==> src/design/ssp_pkg.sv <==
// size suffix string parser: shared types, character codes and helper functions
// used by the top level and the suffix scaling stage; no dependencies
`timescale 1ns / 1ps
`default_nettype none

package ssp_pkg;

    localparam int unsigned VALUE_W  = 64;
    localparam int unsigned CHAR_W   = 8;
    localparam int unsigned SUFLEN_W = 2;

    localparam logic [CHAR_W-1:0] CH_0       = 8'h30;
    localparam logic [CHAR_W-1:0] CH_9       = 8'h39;
    localparam logic [CHAR_W-1:0] CH_UPPER_A = 8'h41;
    localparam logic [CHAR_W-1:0] CH_UPPER_Z = 8'h5a;
    localparam logic [CHAR_W-1:0] CH_LOWER_A = 8'h61;
    localparam logic [CHAR_W-1:0] CH_LOWER_Z = 8'h7a;
    localparam logic [CHAR_W-1:0] CH_CASE    = 8'h20;
    localparam logic [CHAR_W-1:0] CH_B       = 8'h62;
    localparam logic [CHAR_W-1:0] CH_K       = 8'h6b;
    localparam logic [CHAR_W-1:0] CH_M       = 8'h6d;
    localparam logic [CHAR_W-1:0] CH_G       = 8'h67;
    localparam logic [CHAR_W-1:0] CH_T       = 8'h74;
    localparam logic [CHAR_W-1:0] CH_P       = 8'h70;

    localparam logic [SUFLEN_W-1:0] SUFLEN_NONE = 2'd0;
    localparam logic [SUFLEN_W-1:0] SUFLEN_ONE  = 2'd1;
    localparam logic [SUFLEN_W-1:0] SUFLEN_TWO  = 2'd2;
    localparam logic [SUFLEN_W-1:0] SUFLEN_MAX  = 2'd3;

    typedef struct packed {
        logic [CHAR_W-1:0]   first;
        logic [CHAR_W-1:0]   second;
        logic [SUFLEN_W-1:0] length;
    } t_suffix;

    function automatic logic is_upper(input logic [CHAR_W-1:0] c);
        return (c >= CH_UPPER_A) && (c <= CH_UPPER_Z);
    endfunction

    function automatic logic is_letter(input logic [CHAR_W-1:0] c);
        return is_upper(c) || ((c >= CH_LOWER_A) && (c <= CH_LOWER_Z));
    endfunction

    function automatic logic is_digit(input logic [CHAR_W-1:0] c);
        return (c >= CH_0) && (c <= CH_9);
    endfunction

    function automatic logic [CHAR_W-1:0] lower_of(input logic [CHAR_W-1:0] c);
        return is_upper(c) ? c + CH_CASE : c;
    endfunction

endpackage

`default_nettype wire

==> src/design/ssp_suffix_scale.sv <==
// size suffix string parser: decodes the stored suffix and scales the value
// by the matching power of two; depends on ssp_pkg
`timescale 1ns / 1ps
`default_nettype none

module ssp_suffix_scale (
    input  ssp_pkg::t_suffix                  i_suffix,
    input  logic [ssp_pkg::VALUE_W-1:0]       i_value,
    output logic [ssp_pkg::VALUE_W-1:0]       o_value
);
    import ssp_pkg::*;

    typedef enum logic [2:0] {
        SC_NONE,
        SC_KILO,
        SC_MEGA,
        SC_GIGA,
        SC_TERA,
        SC_PETA
    } t_scale;

    t_scale            scale;
    logic              form_ok;
    logic [CHAR_W-1:0] lo_first;
    logic [CHAR_W-1:0] lo_second;

    always_comb begin
        lo_first  = lower_of(i_suffix.first);
        lo_second = lower_of(i_suffix.second);
        form_ok   = (i_suffix.length == SUFLEN_ONE) ||
                    ((i_suffix.length == SUFLEN_TWO) && (lo_second == CH_B));
        scale     = SC_NONE;
        if (form_ok) begin
            case (lo_first)
                CH_K:    scale = SC_KILO;
                CH_M:    scale = SC_MEGA;
                CH_G:    scale = SC_GIGA;
                CH_T:    scale = SC_TERA;
                CH_P:    scale = SC_PETA;
                default: scale = SC_NONE;
            endcase
        end
    end

    always_comb begin
        case (scale)
            SC_KILO: o_value = i_value << 10;
            SC_MEGA: o_value = i_value << 20;
            SC_GIGA: o_value = i_value << 30;
            SC_TERA: o_value = i_value << 40;
            SC_PETA: o_value = i_value << 50;
            default: o_value = i_value;
        endcase
    end

endmodule

`default_nettype wire

==> src/design/size_suffix_string_parser.sv <==
// size suffix string parser top level: digit accumulation, suffix capture
// and result register; depends on ssp_pkg and ssp_suffix_scale
//
//  channel | direction | ports                                   | transaction
//  in      | sink      | i_in_valid o_in_ready i_char_in         | one byte of the string
//          |           | i_last_byte                             |
//  out     | source    | o_out_valid i_out_ready o_size_bytes    | one size per string
//
// one byte per cycle while no held result stalls the input; a result appears in the cycle after the last byte is taken
// the scan state and the result register are the only storage; the 64-bit
// multiply-by-ten add and the suffix shift sit in one pass before them
// reset (synchronous, active low) clears scan state and the result valid
// a held result stalls the input only while it waits to be taken
`timescale 1ns / 1ps
`default_nettype none

module size_suffix_string_parser (
    input  logic                          i_clk,
    input  logic                          i_rst_n,
    input  logic                          i_in_valid,
    output logic                          o_in_ready,
    input  logic [ssp_pkg::CHAR_W-1:0]    i_char_in,
    input  logic                          i_last_byte,
    output logic                          o_out_valid,
    input  logic                          i_out_ready,
    output logic [ssp_pkg::VALUE_W-1:0]   o_size_bytes
);
    import ssp_pkg::*;

    typedef enum logic [1:0] {
        PH_DIGITS = 2'd0,
        PH_GAP    = 2'd1,
        PH_SUFFIX = 2'd2
    } t_phase;

    t_phase               r_phase,  n_phase;
    logic [VALUE_W-1:0]   r_accum,  n_accum;
    logic                 r_ovf,    n_ovf;
    t_suffix              r_suffix, n_suffix;
    logic                 r_out_valid;
    logic [VALUE_W-1:0]   r_size;

    logic                 in_acc;
    logic [VALUE_W+3:0]   wide;
    logic [VALUE_W-1:0]   scaled;

    assign o_in_ready   = !r_out_valid || i_out_ready;
    assign in_acc       = i_in_valid && o_in_ready;
    assign o_out_valid  = r_out_valid;
    assign o_size_bytes = r_size;

    // value * 10 + digit, top bits flag overflow past 64 bits
    assign wide = {1'b0, r_accum, 3'b000} + {3'b000, r_accum, 1'b0}
                + {{VALUE_W{1'b0}}, i_char_in[3:0]};

    always_comb begin
        n_phase  = r_phase;
        n_accum  = r_accum;
        n_ovf    = r_ovf;
        n_suffix = r_suffix;
        if (r_phase == PH_SUFFIX) begin
            if (r_suffix.length == SUFLEN_ONE) begin
                n_suffix.second = i_char_in;
            end
            if (r_suffix.length != SUFLEN_MAX) begin
                n_suffix.length = r_suffix.length + SUFLEN_ONE;
            end
        end else if (is_letter(i_char_in)) begin
            n_phase         = PH_SUFFIX;
            n_suffix.first  = i_char_in;
            n_suffix.length = SUFLEN_ONE;
        end else if ((r_phase == PH_DIGITS) && is_digit(i_char_in)) begin
            if (!r_ovf) begin
                if (wide[VALUE_W+3:VALUE_W] != 4'd0) begin
                    n_ovf = 1'b1;
                end else begin
                    n_accum = wide[VALUE_W-1:0];
                end
            end
        end else begin
            n_phase = PH_GAP;
        end
    end

    ssp_suffix_scale u_scale (
        .i_suffix (n_suffix),
        .i_value  (n_accum),
        .o_value  (scaled)
    );

    always_ff @(posedge i_clk) begin
        if (!i_rst_n) begin
            r_phase     <= PH_DIGITS;
            r_accum     <= '0;
            r_ovf       <= 1'b0;
            r_suffix    <= '0;
            r_out_valid <= 1'b0;
        end else begin
            if (in_acc && i_last_byte) begin
                r_out_valid <= 1'b1;
            end else if (r_out_valid && i_out_ready) begin
                r_out_valid <= 1'b0;
            end
            if (in_acc) begin
                if (i_last_byte) begin
                    r_phase     <= PH_DIGITS;
                    r_accum     <= '0;
                    r_ovf       <= 1'b0;
                    r_suffix    <= '0;
                end else begin
                    r_phase  <= n_phase;
                    r_accum  <= n_accum;
                    r_ovf    <= n_ovf;
                    r_suffix <= n_suffix;
                end
            end
        end
    end

    always_ff @(posedge i_clk) begin
        if (in_acc && i_last_byte) begin
            r_size <= n_ovf ? '0 : scaled;
        end
    end

    a_result_follows: assert property (@(posedge i_clk) disable iff (!i_rst_n)
        in_acc && i_last_byte |=> r_out_valid)
        else $error("result not raised after last byte");

    a_overflow_zero: assert property (@(posedge i_clk) disable iff (!i_rst_n)
        in_acc && i_last_byte && n_ovf |=> r_size == '0)
        else $error("overflowed string gave a non-zero size");

    a_state_cleared: assert property (@(posedge i_clk) disable iff (!i_rst_n)
        in_acc && i_last_byte |=> r_phase == PH_DIGITS && r_accum == '0 && !r_ovf
                                  && r_suffix.length == SUFLEN_NONE)
        else $error("scan state not cleared after last byte");

    a_suffix_len: assert property (@(posedge i_clk) disable iff (!i_rst_n)
        (r_phase == PH_SUFFIX) == (r_suffix.length != SUFLEN_NONE))
        else $error("suffix length disagrees with scan phase");

    a_no_accept_on_hold: assert property (@(posedge i_clk) disable iff (!i_rst_n)
        r_out_valid && !i_out_ready |-> !in_acc)
        else $error("byte taken while result held");

endmodule

`default_nettype wire
==> config.mk <==
export PLATFORM = sky130hd
export DESIGN_NAME = size_suffix_string_parser
export DESIGN_NICKNAME = d
export VERILOG_FILES = /design/src/design/ssp_pkg.sv /design/src/design/ssp_suffix_scale.sv /design/src/design/size_suffix_string_parser.sv
export SDC_FILE = /design/constraint.sdc
export NUM_CORES = 1
export LEC_CHECK = 0
export BUFFER_PORTS_ARGS = -buffer_cell sky130_fd_sc_hd__buf_4
export CAP_MARGIN = 40
export CORE_UTILIZATION = 38
export DETAILED_ROUTE_END_ITERATION = 6
export HOLD_SLACK_MARGIN = 0.06
export PLACE_DENSITY = 0.6
export SLEW_MARGIN = 20
export SYNTH_ARGS = -nofsm -noshare
export SYNTH_HDL_FRONTEND = slang
export SYNTH_SLANG_ARGS = --single-unit
==> constraint.sdc <==
create_clock -name i_clk -period 7.1 [get_ports i_clk]
set_input_delay 0.355 -clock i_clk [delete_from_list [all_inputs] [get_ports i_clk]]
set_output_delay 0.355 -clock i_clk [all_outputs]
set_load 0.02 [all_outputs]
# Yosys cells after proc, flatten, opt, wreduce, memory -nomap -nowiden
# Cells that the tools add are included.
[classes] addsub=5 order_cmp=10 eq_ne=18 mux=31 n_reduce_logical=18
[ops] op="64-bit 2-to-1 mux" count=6
[ops] op="64-bit case mux with 5 select lines" count=1
[ops] op="67-bit by 65-bit adder with 68-bit output" count=1
[ops] op="68-bit by 4-bit adder with 68-bit output" count=1
[ops] op="8-bit by 7-bit == test with 1-bit output, second input constant" count=6
[ops] op="8-bit 2-to-1 mux" count=6
[ops] op="8-bit by 7-bit greater-or-equal comparator with 1-bit output, second input constant" count=4
[ops] op="8-bit by 7-bit <= comparator with 1-bit output, second input constant" count=4
[ops] op="18-bit 2-to-1 mux" count=1
[ops] op="8-bit by 6-bit adder with 8-bit output, second input constant" count=2
[ops] op="3-bit case mux with 5 select lines" count=1
[ops] op="2-bit 2-to-1 mux" count=7
[ops] op="1-bit logical AND" count=10
[ops] op="8-bit by 6-bit greater-or-equal comparator with 1-bit output, second input constant" count=1
[ops] op="8-bit by 6-bit <= comparator with 1-bit output, second input constant" count=1
[ops] op="1-bit 2-to-1 mux" count=8
[ops] op="3-bit by 2-bit == test with 1-bit output, second input constant" count=2
[ops] op="3-bit == test, second input constant" count=2
[ops] op="2-bit by 1-bit == test with 1-bit output, second input constant" count=2
[ops] op="2-bit == test, second input constant" count=2
[ops] op="2-bit inequality test, second input constant" count=2
[ops] op="4-bit nonzero test" count=1
[ops] op="3-bit by 1-bit == test with 1-bit output, second input constant" count=1
[ops] op="1-bit logical OR" count=3
[ops] op="other kinds (7)" count=7
[word_totals] reg_bits=150 inputBits=13 output_inout_bits=66 elab_cells=90

# Logic depth before layout (Yosys ltp)
[logic_depth] ltp_word=13 depth_mapped=19 depth_no_buf=16

# Hierarchy
# From an unflattened synthesis, not the netlist that was laid out.
[unflattened] hier_cells=1511 hier_area_um2=13495.4
[by_module_without_submodules] mod="size_suffix_string_parser" instances=1 cells_per_inst=1151 area_per_inst_um2=11224.5 seq_area_each_um2=3643.5
[by_module_without_submodules] mod="ssp_suffix_scale" instances=1 cells_per_inst=360 area_per_inst_um2=2270.9 seq_area_each_um2=0.0

# Worst setup path before layout
# Ideal clock, no wire load.
[synth_timing] kind="input -> register" start="in i_char_in[3] (netlist name)" end="reg r_size[52] (netlist: o_size_bytes[52]) (data pin)" setup_time_ns=0.271 t_arrival_ns=3.951 required_time_ns=6.829 slack_ns=2.879 stages=15 n_path_buf=0 cell_sequence="fa_1 inv_1 fa_1 nor2b_1 o2111ai_1 a21oi_1 a31oi_1 o211ai_1 nand3_1 a32oi_1 nand4_1 nor2_1 mux2_2 a221oi_1 a31oi_1"
[synth_via] elab_chain_len=13 word_cells_on_any_way=57 classes_between="add/sub: 3; order compare: 10; eq/ne: 13; mux: 21; reduce/logical: 10"
[synth_lines] item="start: declaration" line="size_suffix_string_parser.sv:22" text="input logic [ssp_pkg::CHAR_W-1:0] i_char_in,"
[synth_lines] item="8-bit by 7-bit greater-or-equal comparator with 1-bit output (tied with other cells)" line="ssp_pkg.sv:38" text="return (c >= CH_UPPER_A) && (c <= CH_UPPER_Z);"
[synth_lines] item="1-bit logical AND, on equally long branches" line="ssp_pkg.sv:38, ssp_pkg.sv:42"
[synth_lines] item="1-bit logical OR" line="ssp_pkg.sv:42" text="return is_upper(c) || ((c >= CH_LOWER_A) && (c <= CH_LOWER_Z));"
[synth_lines] item="8-bit 2-to-1 mux" line="size_suffix_string_parser.sv:68" text="end else if (is_letter(i_char_in)) begin"
[synth_lines] item="8-bit 2-to-1 mux" line="size_suffix_string_parser.sv:61" text="if (r_phase == PH_SUFFIX) begin"
[synth_lines] item="8-bit by 7-bit greater-or-equal comparator with 1-bit output / 8-bit by 7-bit <= comparator with 1-bit output (equally long branches)" line="ssp_pkg.sv:38"
[synth_lines] item="1-bit logical AND" line="ssp_pkg.sv:38"
[synth_lines] item="8-bit 2-to-1 mux" line="ssp_pkg.sv:50" text="return is_upper(c) ? c + CH_CASE : c;"
[synth_lines] item="8-bit by 7-bit == test with 1-bit output" line="ssp_suffix_scale.sv:34" text="case (lo_first)"
[synth_lines] item="3-bit case mux with 5 select lines" line="ssp_suffix_scale.sv:34"
[synth_lines] item="3-bit 2-to-1 mux" line="ssp_suffix_scale.sv:33" text="if (form_ok) begin"
[synth_lines] item="3-bit == test (tied with other cells)" line="ssp_suffix_scale.sv:46" text="case (scale)"
[synth_lines] item="64-bit case mux with 5 select lines" line="ssp_suffix_scale.sv:46"
[synth_lines] item="end signal: assignment" line="size_suffix_string_parser.sv:122" text="r_size <= n_ovf ? '0 : scaled;"
[synth_lines] item="end: declaration" line="size_suffix_string_parser.sv:41" text="logic [VALUE_W-1:0] r_size;"
# Several ways; a longest one is shown, not always the timed one.
# A chain may end at the register's enable or synchronous reset.

# Worst setup path in the final report
[layout_timing] start="reg r_accum[0]" end="reg r_size[56] (netlist: o_size_bytes[56]) (data pin)"
[layout_via] elab_chain_len=9 word_cells_on_any_way=14 classes_between="add/sub: 2; mux: 11; reduce/logical: 1"
[layout_lines] item="start: declaration" line="size_suffix_string_parser.sv:37" text="logic [VALUE_W-1:0] r_accum, n_accum;"
[layout_lines] item="start signal: assignment" line="size_suffix_string_parser.sv:112" text="r_accum <= n_accum;"
[layout_lines] item="67-bit by 65-bit adder with 68-bit output (*)" line="size_suffix_string_parser.sv:53" text="assign wide = {1'b0, r_accum, 3'b000} + {3'b000, r_accum, 1'b0}"
[layout_lines] item="68-bit by 4-bit adder with 68-bit output (*)" line="size_suffix_string_parser.sv:54" text="+ {{VALUE_W{1'b0}}, i_char_in[3:0]};"
[layout_lines] item="4-bit nonzero test" line="size_suffix_string_parser.sv:74" text="if (wide[VALUE_W+3:VALUE_W] != 4'd0) begin"
[layout_lines] item="64-bit 2-to-1 mux" line="size_suffix_string_parser.sv:74"
[layout_lines] item="64-bit 2-to-1 mux" line="size_suffix_string_parser.sv:73" text="if (!r_ovf) begin"
[layout_lines] item="64-bit 2-to-1 mux" line="size_suffix_string_parser.sv:72" text="end else if ((r_phase == PH_DIGITS) && is_digit(i_char_in)) begin"
[layout_lines] item="64-bit 2-to-1 mux" line="size_suffix_string_parser.sv:68"
[layout_lines] item="64-bit 2-to-1 mux" line="size_suffix_string_parser.sv:61"
[layout_lines] item="64-bit case mux with 5 select lines" line="ssp_suffix_scale.sv:46"
# Mark *: on every way between the ends. The rest lies on a longest branch, timed or not.

==> qor.csv <==
metric,value,unit
syn_area_per_cell,8.61,um2
min-delay src,i_char_in[7],
most frequent cell on the critical path,fa_1,
routability congestion estimate from global placement,0.937,
clock-pin slew on the worst setup and hold paths,70,ps
vias,11800,
die width,184,um
Yosys Warn Count,0,
top cell type's share of synthesized area,0.153,
VDD IR max,0.130,mV
IO Pins,79,
Nets,1629,
setup bufs post-CTS,0,
drt pass-1 iters,6,
CP startpoint kind,flip-flop,
H-tree Lvls,4,
Synth Cell Area,0.0126,mm2
Cell Pwr Density,138,mW/mm2
DR vias/cell,6.10,
asr flop ratio synth,0,
Max Buffers Root-to-Sink,2,
Iter 0 DRT Violations,1450,
static leakage,0.00582,uW
CTS tree,yes,
final instance area,0.0140,mm2
RSZ-0062 raised after global routing,false,
Main synth FF type,dfxtp_1,
Root Buffer,clkbuf_16,
post-CTS sizing,0,
cells along the critical path,fa_1 -> inv_1 -> fa_1 -> nor2b_1 -> o2111ai_1 -> a21oi_1 -> a31oi_1 -> o211ai_1 -> a31o_2 -> a32oi_1 -> nand4_1 -> buf_12 -> mux2i_1 -> o22ai_1 -> a2111oi_2 -> nor2_1,
Unique masters post-synth,83,
final WL,43.0,mm
CP required,7260,ps
Rows,66,
first-pass GRT wire length,66.0,mm
CTS Buf Count,17,
vias in the first global route,10800,
core area,0.0326,mm2
Syn Inst Count,1464,
Die Area,0.0339,mm2
Hold Crit Class,in -> reg,
minimum clock period after layout,5550,ps
hpwl dp,33.2,mm
largest net degree at the start of global routing,86,
non-filler instance count after layout,1940,
Post-CTS Hold Fix Bufs,0,
post-synthesis sequential area ratio,0.289,
fin. max-slew vios,0,
Worst EP arrival,5710,ps
Critical Path Fanout Max,80,
syn_nets,1608,
Relative slew margins,0.396,
fin crit share,0.781,
clk sinks,150,
final count of negative-setup-slack endpoints,0,
# port buffers,78,
CP max stage cell,mux2i_1,
initial antenna violation count,0,
Tot Pwr,1930,uW
dpl cells,1907,
crit end category,flip-flop,
DR WL/cell,22.2,um
antenna-violating nets left,0,
layout cells sized above 1,0.126,
worst reg2reg startpoint,r_accum[0],
Clock Latency Late Sink,430,ps
Max Clk Rate,0.180,GHz
Worst-Margin Slew,880,ps
Crit. Startpoint,r_accum[0],
total track usage,0.254,
Final Skew,13.7,ps
max-cap violations,0,
status,"complete, no violations",
Congestion Overflow GR,0,
die span in y,184,um
post-synth top area cell,edfxtp_1,
starting density of the core,0.386,
number of remaining DRC errors,0,
critical path type,reg -> reg,
"Hold Vio Cnt, Final",0,
setup TNS,0,ps
Synth-to-Final Area Change,11.2,%
Synth Register Bits,150,
ant diodes,0,
Synth area leaders,"edfxtp_1 15%, dfxtp_1 14%, ha_1 13%",
number of synthesized flops with an enable pin,64,
dpl cell area,0.0134,mm2
CP peak stage delay,800,ps
power by group:
part | total (uW) | switching, uW | internal [uW]
Clock | 891 | 427 | 464
Sequential | 916 | 5.94 | 910
Combinational | 126 | 84.3 | 41.2
Total | 1930 | 517 | 1420
cell usage in the layout (no fill, tap or decap), types with 8 or more instances in the layout:
cell       Yosys  layout
a221oi_1      18      18
buf_4          4      92
nand2_1      117     117
o21ai_1       12      12
xor2_1        25      25
mux2i_1       40      40
a22oi_1       55      55
clkbuf_16      0      17
edfxtp_1      64      64
and2_1        30      30
nor2b_1       63      63
nand3_1       25      25
nand2b_1      11      11
a31oi_1        8       8
nand4_1       23      23
o211ai_1       9       9
nor3_1        31      31
o22ai_1       58      58
o21ai_0       85      85
mux2i_2       10      10
inv_1         23      22
ha_1         129     129
a21o_1        22      22
o21a_1        12      12
a211oi_1      25      25
xnor2_1       39      39
mux2_2        12      12
a21oi_1      100     100
nor2_1       114     113
dfxtp_1       86      86
area by class of cell:
| class | instances | area, um2 |
|---|---|---|
| Clock buffer | 18 | 429 |
| Timing Repair Buffer | 98 | 771 |
| Clock inverter | 14 | 130 |
| Fill cell | 3197 | 18600 |
| Tap cell | 442 | 553 |
| Multi-Input combinational cell | 1195 | 8400 |
| Inverter | 23 | 86.3 |
| Sequential cell | 150 | 3640 |
cells in the mapped netlist (4+ instances only):
library cell and number:
a211oi_1 25, a21o_1 22, a21oi_1 100, a221oi_1 18
a22oi_1 55, a31o_2 6, a31oi_1 8, a32oi_1 4
and2_1 30, and3_1 7, and4_1 4, buf_1 4
buf_2 26, buf_4 4, buf_6 6, clkbuf_1 54
dfxtp_1 86, edfxtp_1 64, ha_1 129, inv_1 23
mux2_2 12, mux2i_1 40, mux2i_2 10, nand2_1 117
nand2b_1 11, nand3_1 25, nand4_1 23, nor2_1 114
nor2b_1 63, nor3_1 31, nor4_1 7, o211ai_1 9
o21a_1 12, o21ai_0 85, o21ai_1 12, o21bai_1 7
o221ai_1 5, o22ai_1 58, or2_2 4, or3_1 6
xnor2_1 39, xor2_1 25
per-layer routing:
| metal | global-route usage | wire (um) | up-vias |
|---|---|---|---|
| met5 | 0 | 0 | - |
| met2 | 0.382 | 18300 | 575 |
| li1 | - | - | 5575 |
| met3 | 0.0275 | 3420 | 59 |
| met4 | 0.0697 | 945 | 0 |
| met1 | 0.380 | 20400 | 5630 |
per-stage QoR:
stage	hold WS, ps	utilization	setup slack (ps)
2_1_floorplan	445	-	2880
3_3_place_gp	464	0.411	1520
3_5_place_dp	465	0.412	1480
4_1_cts	226	0.429	1660
5_1_grt	254	0.430	1260
6_report	234	0.430	1550
final timing paths:
check,end,slack [ps],cells after the start
setup / recovery,o_size_bytes[56],1550,16
hold / removal,r_suffix[9],230,3
setup reg to reg,o_size_bytes[56],1550,16
hold reg to reg,r_suffix[0],480,2
critical path: cells and delay by family (launching register included):
family / cells / cell delay (ps)
buffers and inverters: 2 / 500
muxes: 1 / 800
and+or+nand+nor: 3 / 430
DFF: 1 / 380
AOI/OAI and AO/OA: 8 / 2070
adders and majority gates: 2 / 1020
flip-flops by register name, summed over array words and instances, names as in the netlist:
register      flops
o_out_valid       1
r_accum          64
r_suffix         18
r_phase           2
o_size_bytes     64
r_ovf             1
cells by family (layout without fill, tap and decap cells):
group                      count (synthesis)  count (layout)  share of synthesized area
muxes                                     65              65                     0.0588
DFF                                      150             150                      0.289
AOI/OAI and AO/OA                        473             473                      0.249
buffers and inverters                    119             153                     0.0442
and+or+nand+nor                          462             462                      0.183
xor gates and xnor gates                  64              64                     0.0445
adders and majority gates                131             131                      0.131
(Power assumes the default switching activity.)
